**src/rtl/core/tmsq_pkg.sv**
```systemverilog
// Shared constants, codes and types for the two-wire master sequencer.
package tmsq_pkg;

	localparam int BUF_DEPTH = 16;
	localparam int BUF_AW    = $clog2(BUF_DEPTH);
	localparam int PTR_W     = $clog2(BUF_DEPTH + 1);

	// host / bus modes
	localparam logic [2:0] MODE_LOAD     = 3'd0;
	localparam logic [2:0] MODE_START_WR = 3'd1;
	localparam logic [2:0] MODE_START_RD = 3'd2;
	localparam logic [2:0] MODE_REPEAT   = 3'd3;
	localparam logic [2:0] MODE_BUS      = 3'd4;
	localparam logic [2:0] MODE_READ     = 3'd5;

	// bus status codes
	localparam logic [3:0] ST_START       = 4'd0;
	localparam logic [3:0] ST_REP_START   = 4'd1;
	localparam logic [3:0] ST_MT_ADR_ACK  = 4'd2;
	localparam logic [3:0] ST_MT_DATA_ACK = 4'd3;
	localparam logic [3:0] ST_MR_DATA_ACK = 4'd4;
	localparam logic [3:0] ST_MR_ADR_ACK  = 4'd5;
	localparam logic [3:0] ST_MR_DATA_NACK = 4'd6;
	localparam logic [3:0] ST_ARB_LOST    = 4'd7;
	localparam logic [3:0] ST_MT_ADR_NACK = 4'd8;
	localparam logic [3:0] ST_MR_ADR_NACK = 4'd9;
	localparam logic [3:0] ST_MT_DATA_NACK = 4'd10;
	localparam logic [3:0] ST_BUS_ERROR   = 4'd11;

	// fault codes
	localparam logic [2:0] FAULT_NONE  = 3'd0;
	localparam logic [2:0] FAULT_OTHER = 3'd5;

	typedef struct packed {
		logic [2:0] mode;
		logic [6:0] slave_addr;
		logic [3:0] byte_count;
		logic [3:0] buffer_index;
		logic [7:0] msg_byte;
		logic [3:0] bus_status;
		logic [7:0] bus_data;
	} item_t;

	typedef struct packed {
		logic       accepted;
		logic       busy_res;
		logic       go;
		logic       send_start;
		logic       send_stop;
		logic       send_ack;
		logic       tx_valid;
		logic [7:0] tx_byte;
		logic       last_ok;
		logic [2:0] fault_code;
		logic [7:0] read_byte;
	} result_t;

	typedef struct packed {
		logic              en;
		logic [BUF_AW-1:0] addr;
		logic [7:0]        data;
	} buf_wr_t;

endpackage

```
**src/rtl/core/tmsq_buf.sv**
```systemverilog
// Message buffer: one write port, two registered read ports, per-entry valid bits.
module tmsq_buf (
	input  logic                      clk,
	input  logic                      arst_n,
	input  tmsq_pkg::buf_wr_t         wr,
	input  logic                      rd_en,
	input  logic [tmsq_pkg::BUF_AW-1:0] rd_addr_a,
	input  logic [tmsq_pkg::BUF_AW-1:0] rd_addr_b,
	output logic [7:0]                rd_data_a,
	output logic [7:0]                rd_data_b
);

	logic [7:0]                    mem [tmsq_pkg::BUF_DEPTH];
	logic [tmsq_pkg::BUF_DEPTH-1:0] valid_q;

	logic [7:0] raw_a_s1, raw_b_s1, fwd_data_s1;
	logic       vld_a_s1, vld_b_s1, fwd_a_s1, fwd_b_s1;

	always_ff @(posedge clk) begin
		if (wr.en) begin
			mem[wr.addr] <= wr.data;
		end
	end

	always_ff @(posedge clk or negedge arst_n) begin
		if (!arst_n) begin
			valid_q <= '0;
		end else if (wr.en) begin
			valid_q[wr.addr] <= 1'b1;
		end
	end

	// a write landing in the same cycle is forwarded past the array
	always_ff @(posedge clk) begin
		if (rd_en) begin
			raw_a_s1    <= mem[rd_addr_a];
			raw_b_s1    <= mem[rd_addr_b];
			vld_a_s1    <= valid_q[rd_addr_a];
			vld_b_s1    <= valid_q[rd_addr_b];
			fwd_a_s1    <= wr.en && (wr.addr == rd_addr_a);
			fwd_b_s1    <= wr.en && (wr.addr == rd_addr_b);
			fwd_data_s1 <= wr.data;
		end
	end

	assign rd_data_a = fwd_a_s1 ? fwd_data_s1 : (vld_a_s1 ? raw_a_s1 : 8'd0);
	assign rd_data_b = fwd_b_s1 ? fwd_data_s1 : (vld_b_s1 ? raw_b_s1 : 8'd0);

endmodule

```
**src/rtl/core/tmsq_ctl.sv**
```systemverilog
// Transfer control: state registers and the per-transaction decode.
module tmsq_ctl (
	input  logic                       clk,
	input  logic                       arst_n,
	input  logic                       proc,
	input  tmsq_pkg::item_t            item,
	input  logic [7:0]                 rd_data_a,
	input  logic [7:0]                 rd_data_b,
	output logic [tmsq_pkg::PTR_W-1:0] ptr_next,
	output tmsq_pkg::buf_wr_t          wr,
	output tmsq_pkg::result_t          res
);

	logic [tmsq_pkg::PTR_W-1:0] len_q, len_d;
	logic [tmsq_pkg::PTR_W-1:0] ptr_q, ptr_d, ptr_base, ptr_bump;
	logic                       busy_q, busy_d, ok_q, ok_d;
	logic [2:0]                 fault_q, fault_d;
	logic [4:0]                 idx_p1, cnt_p1;
	logic [tmsq_pkg::PTR_W:0]   ptr_d_p1;
	tmsq_pkg::buf_wr_t          wr_c;
	logic                       begin_xfer;

	always_comb begin
		res        = '0;
		wr_c       = '0;
		len_d      = len_q;
		ptr_d      = ptr_q;
		busy_d     = busy_q;
		ok_d       = ok_q;
		fault_d    = fault_q;
		begin_xfer = 1'b0;
		idx_p1     = {1'b0, item.buffer_index} + 5'd1;
		cnt_p1     = {1'b0, item.byte_count} + 5'd1;
		ptr_base   = (item.bus_status <= tmsq_pkg::ST_REP_START) ? '0 : ptr_q;
		ptr_bump   = (32'(ptr_base) < tmsq_pkg::BUF_DEPTH) ?
			ptr_base + tmsq_pkg::PTR_W'(1) : ptr_base;
		ptr_d_p1   = '0;

		unique case (item.mode)
			tmsq_pkg::MODE_LOAD, tmsq_pkg::MODE_START_WR, tmsq_pkg::MODE_START_RD,
			tmsq_pkg::MODE_REPEAT, tmsq_pkg::MODE_READ: begin
				if (!busy_q) begin
					res.accepted = 1'b1;
					unique case (item.mode)
						tmsq_pkg::MODE_LOAD: begin
							if (32'(idx_p1) < tmsq_pkg::BUF_DEPTH) begin
								wr_c.en   = 1'b1;
								wr_c.addr = tmsq_pkg::BUF_AW'(idx_p1);
								wr_c.data = item.msg_byte;
							end
						end
						tmsq_pkg::MODE_START_WR, tmsq_pkg::MODE_START_RD: begin
							len_d = (32'(cnt_p1) > tmsq_pkg::BUF_DEPTH) ?
								tmsq_pkg::PTR_W'(tmsq_pkg::BUF_DEPTH) :
								tmsq_pkg::PTR_W'(cnt_p1);
							wr_c.en   = 1'b1;
							wr_c.addr = '0;
							wr_c.data = {item.slave_addr,
								item.mode == tmsq_pkg::MODE_START_RD};
							begin_xfer = 1'b1;
						end
						tmsq_pkg::MODE_REPEAT: begin
							begin_xfer = 1'b1;
						end
						default: begin
							if (ok_q && 32'(item.buffer_index) < tmsq_pkg::BUF_DEPTH)
								res.read_byte = rd_data_b;
						end
					endcase
				end
			end
			tmsq_pkg::MODE_BUS: begin
				if (busy_q) begin
					res.accepted = 1'b1;
					case (item.bus_status) inside
						tmsq_pkg::ST_START, tmsq_pkg::ST_REP_START,
						tmsq_pkg::ST_MT_ADR_ACK, tmsq_pkg::ST_MT_DATA_ACK: begin
							res.go = 1'b1;
							if (ptr_base < len_q) begin
								res.tx_valid = 1'b1;
								res.tx_byte  = rd_data_a;
								ptr_d        = ptr_bump;
							end else begin
								ptr_d         = ptr_base;
								ok_d          = 1'b1;
								busy_d        = 1'b0;
								res.send_stop = 1'b1;
							end
						end
						tmsq_pkg::ST_MR_DATA_ACK, tmsq_pkg::ST_MR_ADR_ACK: begin
							if (item.bus_status == tmsq_pkg::ST_MR_DATA_ACK) begin
								if (32'(ptr_q) < tmsq_pkg::BUF_DEPTH) begin
									wr_c.en   = 1'b1;
									wr_c.addr = tmsq_pkg::BUF_AW'(ptr_q);
									wr_c.data = item.bus_data;
								end
								ptr_d = ptr_bump;
							end
							ptr_d_p1     = {1'b0, ptr_d} + (tmsq_pkg::PTR_W + 1)'(1);
							res.go       = 1'b1;
							res.send_ack = ptr_d_p1 < {1'b0, len_q};
						end
						tmsq_pkg::ST_MR_DATA_NACK: begin
							if (32'(ptr_q) < tmsq_pkg::BUF_DEPTH) begin
								wr_c.en   = 1'b1;
								wr_c.addr = tmsq_pkg::BUF_AW'(ptr_q);
								wr_c.data = item.bus_data;
							end
							ok_d          = 1'b1;
							busy_d        = 1'b0;
							res.go        = 1'b1;
							res.send_stop = 1'b1;
						end
						tmsq_pkg::ST_ARB_LOST: begin
							res.go         = 1'b1;
							res.send_start = 1'b1;
						end
						tmsq_pkg::ST_MT_ADR_NACK, tmsq_pkg::ST_MR_ADR_NACK,
						tmsq_pkg::ST_MT_DATA_NACK, tmsq_pkg::ST_BUS_ERROR: begin
							fault_d = 3'(item.bus_status - tmsq_pkg::ST_ARB_LOST);
							busy_d  = 1'b0;
						end
						default: begin
							fault_d = tmsq_pkg::FAULT_OTHER;
							busy_d  = 1'b0;
						end
					endcase
				end
			end
			default: ;
		endcase

		if (begin_xfer) begin
			ok_d           = 1'b0;
			fault_d        = tmsq_pkg::FAULT_NONE;
			busy_d         = 1'b1;
			res.go         = 1'b1;
			res.send_start = 1'b1;
		end

		res.busy_res   = busy_d;
		res.last_ok    = ok_d;
		res.fault_code = fault_d;
	end

	always_ff @(posedge clk or negedge arst_n) begin
		if (!arst_n) begin
			len_q   <= '0;
			ptr_q   <= '0;
			busy_q  <= 1'b0;
			ok_q    <= 1'b0;
			fault_q <= tmsq_pkg::FAULT_NONE;
		end else if (proc) begin
			len_q   <= len_d;
			ptr_q   <= ptr_d;
			busy_q  <= busy_d;
			ok_q    <= ok_d;
			fault_q <= fault_d;
		end
	end

	assign ptr_next = proc ? ptr_d : ptr_q;

	always_comb begin
		wr    = wr_c;
		wr.en = wr_c.en && proc;
	end

endmodule

```
**src/rtl/core/two_wire_master_sequencer_core.sv**
```systemverilog
// Top level of the two-wire master transfer sequencer.
//
// Usage: one input channel (in_valid / in_stall) carries host commands
// (load byte, start write, start read, repeat, read byte) and bus status
// events from the bit engine. Every accepted transaction yields exactly one
// result transaction on the output channel (out_valid / out_stall) holding
// the bus command (go, start, stop, ack, byte to send), busy/ok/fault
// status and, for read byte, the buffer contents.
// An accepted item is held in the input register, then decoded into the
// result register.
// Throughput: one transaction per cycle while the receiver does not stall;
// the decode and the buffer write-back of one item happen in the same
// cycle, and the buffer read for the next item is issued with its
// acceptance, forwarding any write that lands in the same cycle.
// Reset (arst_n low) empties both pipeline stages, clears busy, ok, fault,
// length and pointer, and marks every buffer entry as zero at once.
// When the receiver stalls, the result register holds, the item in the
// input register waits, and in_stall rises once that register is full.
module two_wire_master_sequencer_core (
	input  logic       clk,
	input  logic       arst_n,
	// input channel
	input  logic       in_valid,
	output logic       in_stall,
	input  logic [2:0] mode,
	input  logic [6:0] slave_addr,
	input  logic [3:0] byte_count,
	input  logic [3:0] buffer_index,
	input  logic [7:0] msg_byte,
	input  logic [3:0] bus_status,
	input  logic [7:0] bus_data,
	// output channel
	output logic       out_valid,
	input  logic       out_stall,
	output logic       accepted,
	output logic       busy_res,
	output logic       go,
	output logic       send_start,
	output logic       send_stop,
	output logic       send_ack,
	output logic       tx_valid,
	output logic [7:0] tx_byte,
	output logic       last_ok,
	output logic [2:0] fault_code,
	output logic [7:0] read_byte
);

	tmsq_pkg::item_t            item_s1;
	logic                       valid_s1;
	tmsq_pkg::result_t          res_c, res_q;
	logic                       out_valid_q;
	logic                       proc, in_acc;
	logic [tmsq_pkg::PTR_W-1:0] ptr_next;
	logic [tmsq_pkg::BUF_AW-1:0] rd_addr_a;
	logic [7:0]                 rd_data_a, rd_data_b;
	tmsq_pkg::buf_wr_t          wr;

	// stage 1 advances whenever the result register is free or draining
	assign proc     = valid_s1 && (!out_valid_q || !out_stall);
	assign in_stall = valid_s1 && !proc;
	assign in_acc   = in_valid && !in_stall;

	always_ff @(posedge clk or negedge arst_n) begin
		if (!arst_n) begin
			valid_s1 <= 1'b0;
		end else if (in_acc || proc) begin
			valid_s1 <= in_acc;
		end
	end

	always_ff @(posedge clk) begin
		if (in_acc) begin
			item_s1 <= '{mode: mode, slave_addr: slave_addr, byte_count: byte_count,
				buffer_index: buffer_index, msg_byte: msg_byte,
				bus_status: bus_status, bus_data: bus_data};
		end
	end

	// tx read: start / repeated start rewinds the pointer to the address byte
	assign rd_addr_a = (mode == tmsq_pkg::MODE_BUS && bus_status <= tmsq_pkg::ST_REP_START) ?
		'0 : tmsq_pkg::BUF_AW'(ptr_next);

	tmsq_buf u_buf (
		.clk      (clk),
		.arst_n   (arst_n),
		.wr       (wr),
		.rd_en    (in_acc),
		.rd_addr_a(rd_addr_a),
		.rd_addr_b(tmsq_pkg::BUF_AW'(buffer_index)),
		.rd_data_a(rd_data_a),
		.rd_data_b(rd_data_b)
	);

	tmsq_ctl u_ctl (
		.clk      (clk),
		.arst_n   (arst_n),
		.proc     (proc),
		.item     (item_s1),
		.rd_data_a(rd_data_a),
		.rd_data_b(rd_data_b),
		.ptr_next (ptr_next),
		.wr       (wr),
		.res      (res_c)
	);

	// result register
	always_ff @(posedge clk or negedge arst_n) begin
		if (!arst_n) begin
			out_valid_q <= 1'b0;
		end else if (proc) begin
			out_valid_q <= 1'b1;
		end else if (!out_stall) begin
			out_valid_q <= 1'b0;
		end
	end

	always_ff @(posedge clk) begin
		if (proc) begin
			res_q <= res_c;
		end
	end

	assign out_valid  = out_valid_q;
	assign accepted   = res_q.accepted;
	assign busy_res   = res_q.busy_res;
	assign go         = res_q.go;
	assign send_start = res_q.send_start;
	assign send_stop  = res_q.send_stop;
	assign send_ack   = res_q.send_ack;
	assign tx_valid   = res_q.tx_valid;
	assign tx_byte    = res_q.tx_byte;
	assign last_ok    = res_q.last_ok;
	assign fault_code = res_q.fault_code;
	assign read_byte  = res_q.read_byte;

endmodule
```
**config.mk**
```make
export PLATFORM = sky130hd
export DESIGN_NAME = two_wire_master_sequencer_core
export DESIGN_NICKNAME = d
export VERILOG_FILES = /design/src/rtl/core/tmsq_pkg.sv /design/src/rtl/core/tmsq_buf.sv /design/src/rtl/core/tmsq_ctl.sv /design/src/rtl/core/two_wire_master_sequencer_core.sv
export SDC_FILE = /design/constraint.sdc
export NUM_CORES = 1
export LEC_CHECK = 0
export BUFFER_PORTS_ARGS = -buffer_cell sky130_fd_sc_hd__clkbuf_2
export CAP_MARGIN = 0
export CORE_MARGIN = 4
export CORE_UTILIZATION = 38
export DETAILED_ROUTE_END_ITERATION = 10
export GPL_TIMING_DRIVEN = 0
export SYNTH_ARGS = -nofsm -noshare
export SYNTH_HDL_FRONTEND = slang
export SYNTH_HIERARCHICAL = 1
export SYNTH_SLANG_ARGS = --single-unit
```
**constraint.sdc**
```tcl
create_clock -name clk -period 7.8 [get_ports clk]
set_input_delay 1.56 -clock clk [delete_from_list [all_inputs] [get_ports clk]]
set_output_delay 1.56 -clock clk [all_outputs]
set_load 0.02 [all_outputs]
```
==> summary.md <==
| Metric | Value |
|---|---|
| Dpl ws | `2.69 ns` |
| Tcrit/Tclk final | `66.2%` |
| Sw Share | `24.5%` |
| Yosys warns | `6` |
| Port Buffers | `70` |
| Final setup skew | `about 0.023 ns` |
| Grt ovf | `0` |
| Drt pass-1 iters | `5` |
| Synth Register Bits | `254` |
| Final nets | `just over 900` |
| RSZ-0062 raised after global routing | `false` |
| Hold Slack | `0.481 ns` |
| Post-synth top cells | `edfxtp_1, nand2_1, mux4_2` |
| Number of buffers created by CTS | `28` |
| Worst Hold Launch | `valid_s1` |
| Crit end category | `flip-flop` |
| RePlAce Congestion | `0.855` |
| CP Launch Type | `flip-flop` |
| RR Startpoint | `item_s1[8]` |
| Area growth syn-to-layout | `15.3%` |
| CTS resizes | `0` |
| Number of synthesized flops with an enable pin | `around 220` |
| CTS tree | `done` |
| RR Endpoint | `u_buf/vld_a_s1` |
| Via count | `7232` |
| Share of layout cells above drive strength 1 | `25.6%` |
| Reg2reg path depth | `18` |
| Io pins | `slightly above 70` |
| Worst-margin pin slew | `about 1.1 ns` |
| Critical path class | `reg -> reg` |
| CTS Root Cell | `clkbuf_16` |
| Power Internal | `2.50 mW` |
| Dpl cells | `~1.2k` |
| Net Switching | `about 800 uW` |
| All-layer global routing usage | `16.3%` |
| Hold Crit Class | `reg -> reg` |
| # setup viols final | `0` |
| Max Root-Sink Buffers | `3` |
| Post-route ant nets | `0` |
| Seq/Total Area, Yosys | `between 60% and 70%` |
| Yosys top cell by area | `edfxtp_1` |
| Largest fanout on the critical path | `10` |
| Clk network pwr share | `39.8%` |
| Pleak | `4.78 nW` |
| Hold Path Depth | `1` |
| First-pass GRT wire length | `42.9 mm` |
| Reg power frac | `about 47%` |
| Slew headroom | `28.8%` |
| First DRT Iteration DRCs | `723` |
| # hold bufs at CTS | `0` |
| Largest net degree at the start of global routing | `67` |
| Vias in the first global route | `7244` |
| Syn_nets | `817` |
| Core Area | `30800 um2` |
| WL final | `around 29 mm` |
| Worst ir drop on vdd | `157 uV` |
| DRC viols | `0` |
| Final Non-Filler Cells | `1279` |
| Post-synth ARST share | `13.0%` |
| Via/cell ratio | `5.65` |
| Cells taking the most area after synthesis | `edfxtp_1, mux4_2, dfrtp_1, mux4_1, a22oi_1` |
| Count leader, synth | `edfxtp_1` |
| Fin. max-slew vios | `0` |
| # clock sinks | `254` |
| H-tree depth | `1` |
| Final hold vios | `0` |
| Diodes inserted | `0` |
| Initial antenna violation count | `0` |
| Clock-pin slew on the worst setup and hold paths | `0.06 ns` |
| Netlist cell types | `73` |
| Most used DFF post-synth | `edfxtp_1` |
| Hpwl dp | `19.7 mm` |
| Row count | `64` |
| Hold path endpoint | `out_valid` |
| Initial core utilization | `38.9%` |
| R2r setup slk | `around 2.6 ns` |
| Share of the synthesized area in the top cell type | `a little under three fifths` |
| Crit path time final | `5.16 ns` |
| DR WL/cell | `~22 um` |
| Postcts setup bufs | `0` |
| Pwr/cell area | `240 nW/um2` |
| Die Ht | `186 um` |
| Chip width | `186 um` |
| Skew-Pair Late Insertion Delay | `0.55 ns` |
| Number of max-cap violations | `0` |
| Status | `complete, no violations` |
| Die area | `34500 um2` |
| FMAX | `0.194 GHz` |
| Worst setup slack after layout | `2.64 ns` |
| Cells after synthesis | `~760` |
| Post-synthesis cell area | `12000 um2` |
| Mapped Avg Cell Area | `between 15 and 20 um2` |
| Crit path DAT | `5.44 ns` |
| Critical Path RT | `~8.1 ns` |
| Gate power share | `around an eighth` |
[layout make-up]
class / instances / area (um2)
Tap cell: 396 / 495
Fill cell: 2700 / 17000
Buffer: 43 / 284
Clock inverter: 20 / 219
Multi-Input combinational cell: 438 / 4180
Timing Repair Buffer: 72 / 378
Inverter: 24 / 90.1
Sequential cell: 254 / 7460
Clock buffer: 32 / 716
[logic make-up (layout without fill, tap and decap cells)]
logic type,after synthesis,in the layout,share of synthesized area (%)
multiplexers,74,74,14.5
flip-flops,254,254,62.2
AO/OA/AOI/OAI,141,141,8.60
adder cells (fa/ha/maj),16,16,1.67
AND/OR/NAND/NOR,190,190,8.59
XOR/XNOR,17,17,1.30
buffers and inverters,67,191,3.12
[through the flow]
stage | utilization, % | power [mW] | area [um2] | setup TNS [ns]
after floorplan | - | 1.89 | 12000 | 0
after global placement | 41.6 | 2.02 | 12800 | -17.44
after detailed placement | 41.8 | 2.02 | 12900 | 0
after CTS | 44.8 | 3.34 | 13800 | 0
after global routing | 44.8 | 3.45 | 13800 | 0
final | 44.8 | 3.31 | 13800 | 0
[sequential cells by signal (all words and copies together) (netlist names), 3 cells and up]
name	count
fault_code	3
u_ctl/fault_q	3
u_buf/raw_a_s1	8
u_ctl/len_q	5
u_buf/valid_q	16
u_buf/mem	128
read_byte	8
u_ctl/ptr_q	5
tx_byte	8
item_s1	38
u_buf/raw_b_s1	8
u_buf/fwd_data_s1	8
[how the worst max path moves through the flow]
stage               startpoint                 to  slack (ns)  cells past startpoint
floorplan            out_stall  u_buf/raw_a_s1[6]        1.12                     11
global placement     out_stall  u_buf/raw_a_s1[5]       -1.39                     12
detailed placement  item_s1[8]  u_buf/raw_a_s1[5]        2.69                     18
CTS                 item_s1[8]  u_buf/raw_a_s1[5]        2.65                     18
global route        item_s1[8]     u_buf/vld_a_s1        2.25                     18
finish              item_s1[8]     u_buf/vld_a_s1        2.64                     18
[power by group through the flow]
stage	Combinational [mW]	Clock (mW)	Sequential (mW)
floorplan	0.291	0	1.60
global placement	0.422	0	1.59
detailed placement	0.430	0	1.59
CTS	0.432	1.35	1.57
global route	0.474	1.41	1.57
finish	0.432	1.32	1.57
[critical path: stages (launching register included)]
cell and delay (ns):
edfxtp_1 0.44, inv_1 0.13, ha_1 0.34, nor2_2 0.13
or2_1 0.24, clkbuf_1 0.22, and2_1 0.27, ha_1 0.29
o21ai_0 0.08, o2bb2ai_1 0.14, a41oi_1 0.50, nand3_1 0.15
o2111ai_1 0.16, a21boi_1 0.18, buf_2 0.29, clkbuf_1 0.50
mux4_1 0.43, a22oi_1 0.29, nand2_1 0.10
[routing by layer]
metal / vias to the layer above / wire length, um / global-route usage (%)
met4: 0 / 842 / 4.72
met1: 3682 / 12000 / 22.0
li1: 3257 / - / -
met2: 242 / 14000 / 27.7
met5: - / 0 / 0
met3: 51 / 1830 / 2.52
[cell usage in the layout (no fill, tap or decap), types with 6 or more instances in the layout]
cell | Yosys | final
o21ai_0 | 15 | 15
nor2b_1 | 8 | 8
buf_2 | 10 | 10
dfrtp_1 | 33 | 33
a22oi_1 | 37 | 37
xor2_1 | 10 | 10
mux4_1 | 24 | 24
mux4_2 | 47 | 47
nand2_1 | 48 | 48
clkbuf_2 | 0 | 70
a222oi_1 | 7 | 7
clkbuf_1 | 16 | 20
nor2_1 | 33 | 33
clkbuf_16 | 0 | 28
a21oi_1 | 21 | 21
inv_1 | 23 | 23
and2_1 | 24 | 23
ha_1 | 16 | 16
edfxtp_1 | 221 | 221
clkinv_1 | 0 | 6
or2_2 | 19 | 19
buf_6 | 7 | 7
xnor2_1 | 6 | 6
a22o_1 | 15 | 15
nand3_1 | 14 | 14
No activity file was read; power rests on OpenSTA's default activity.
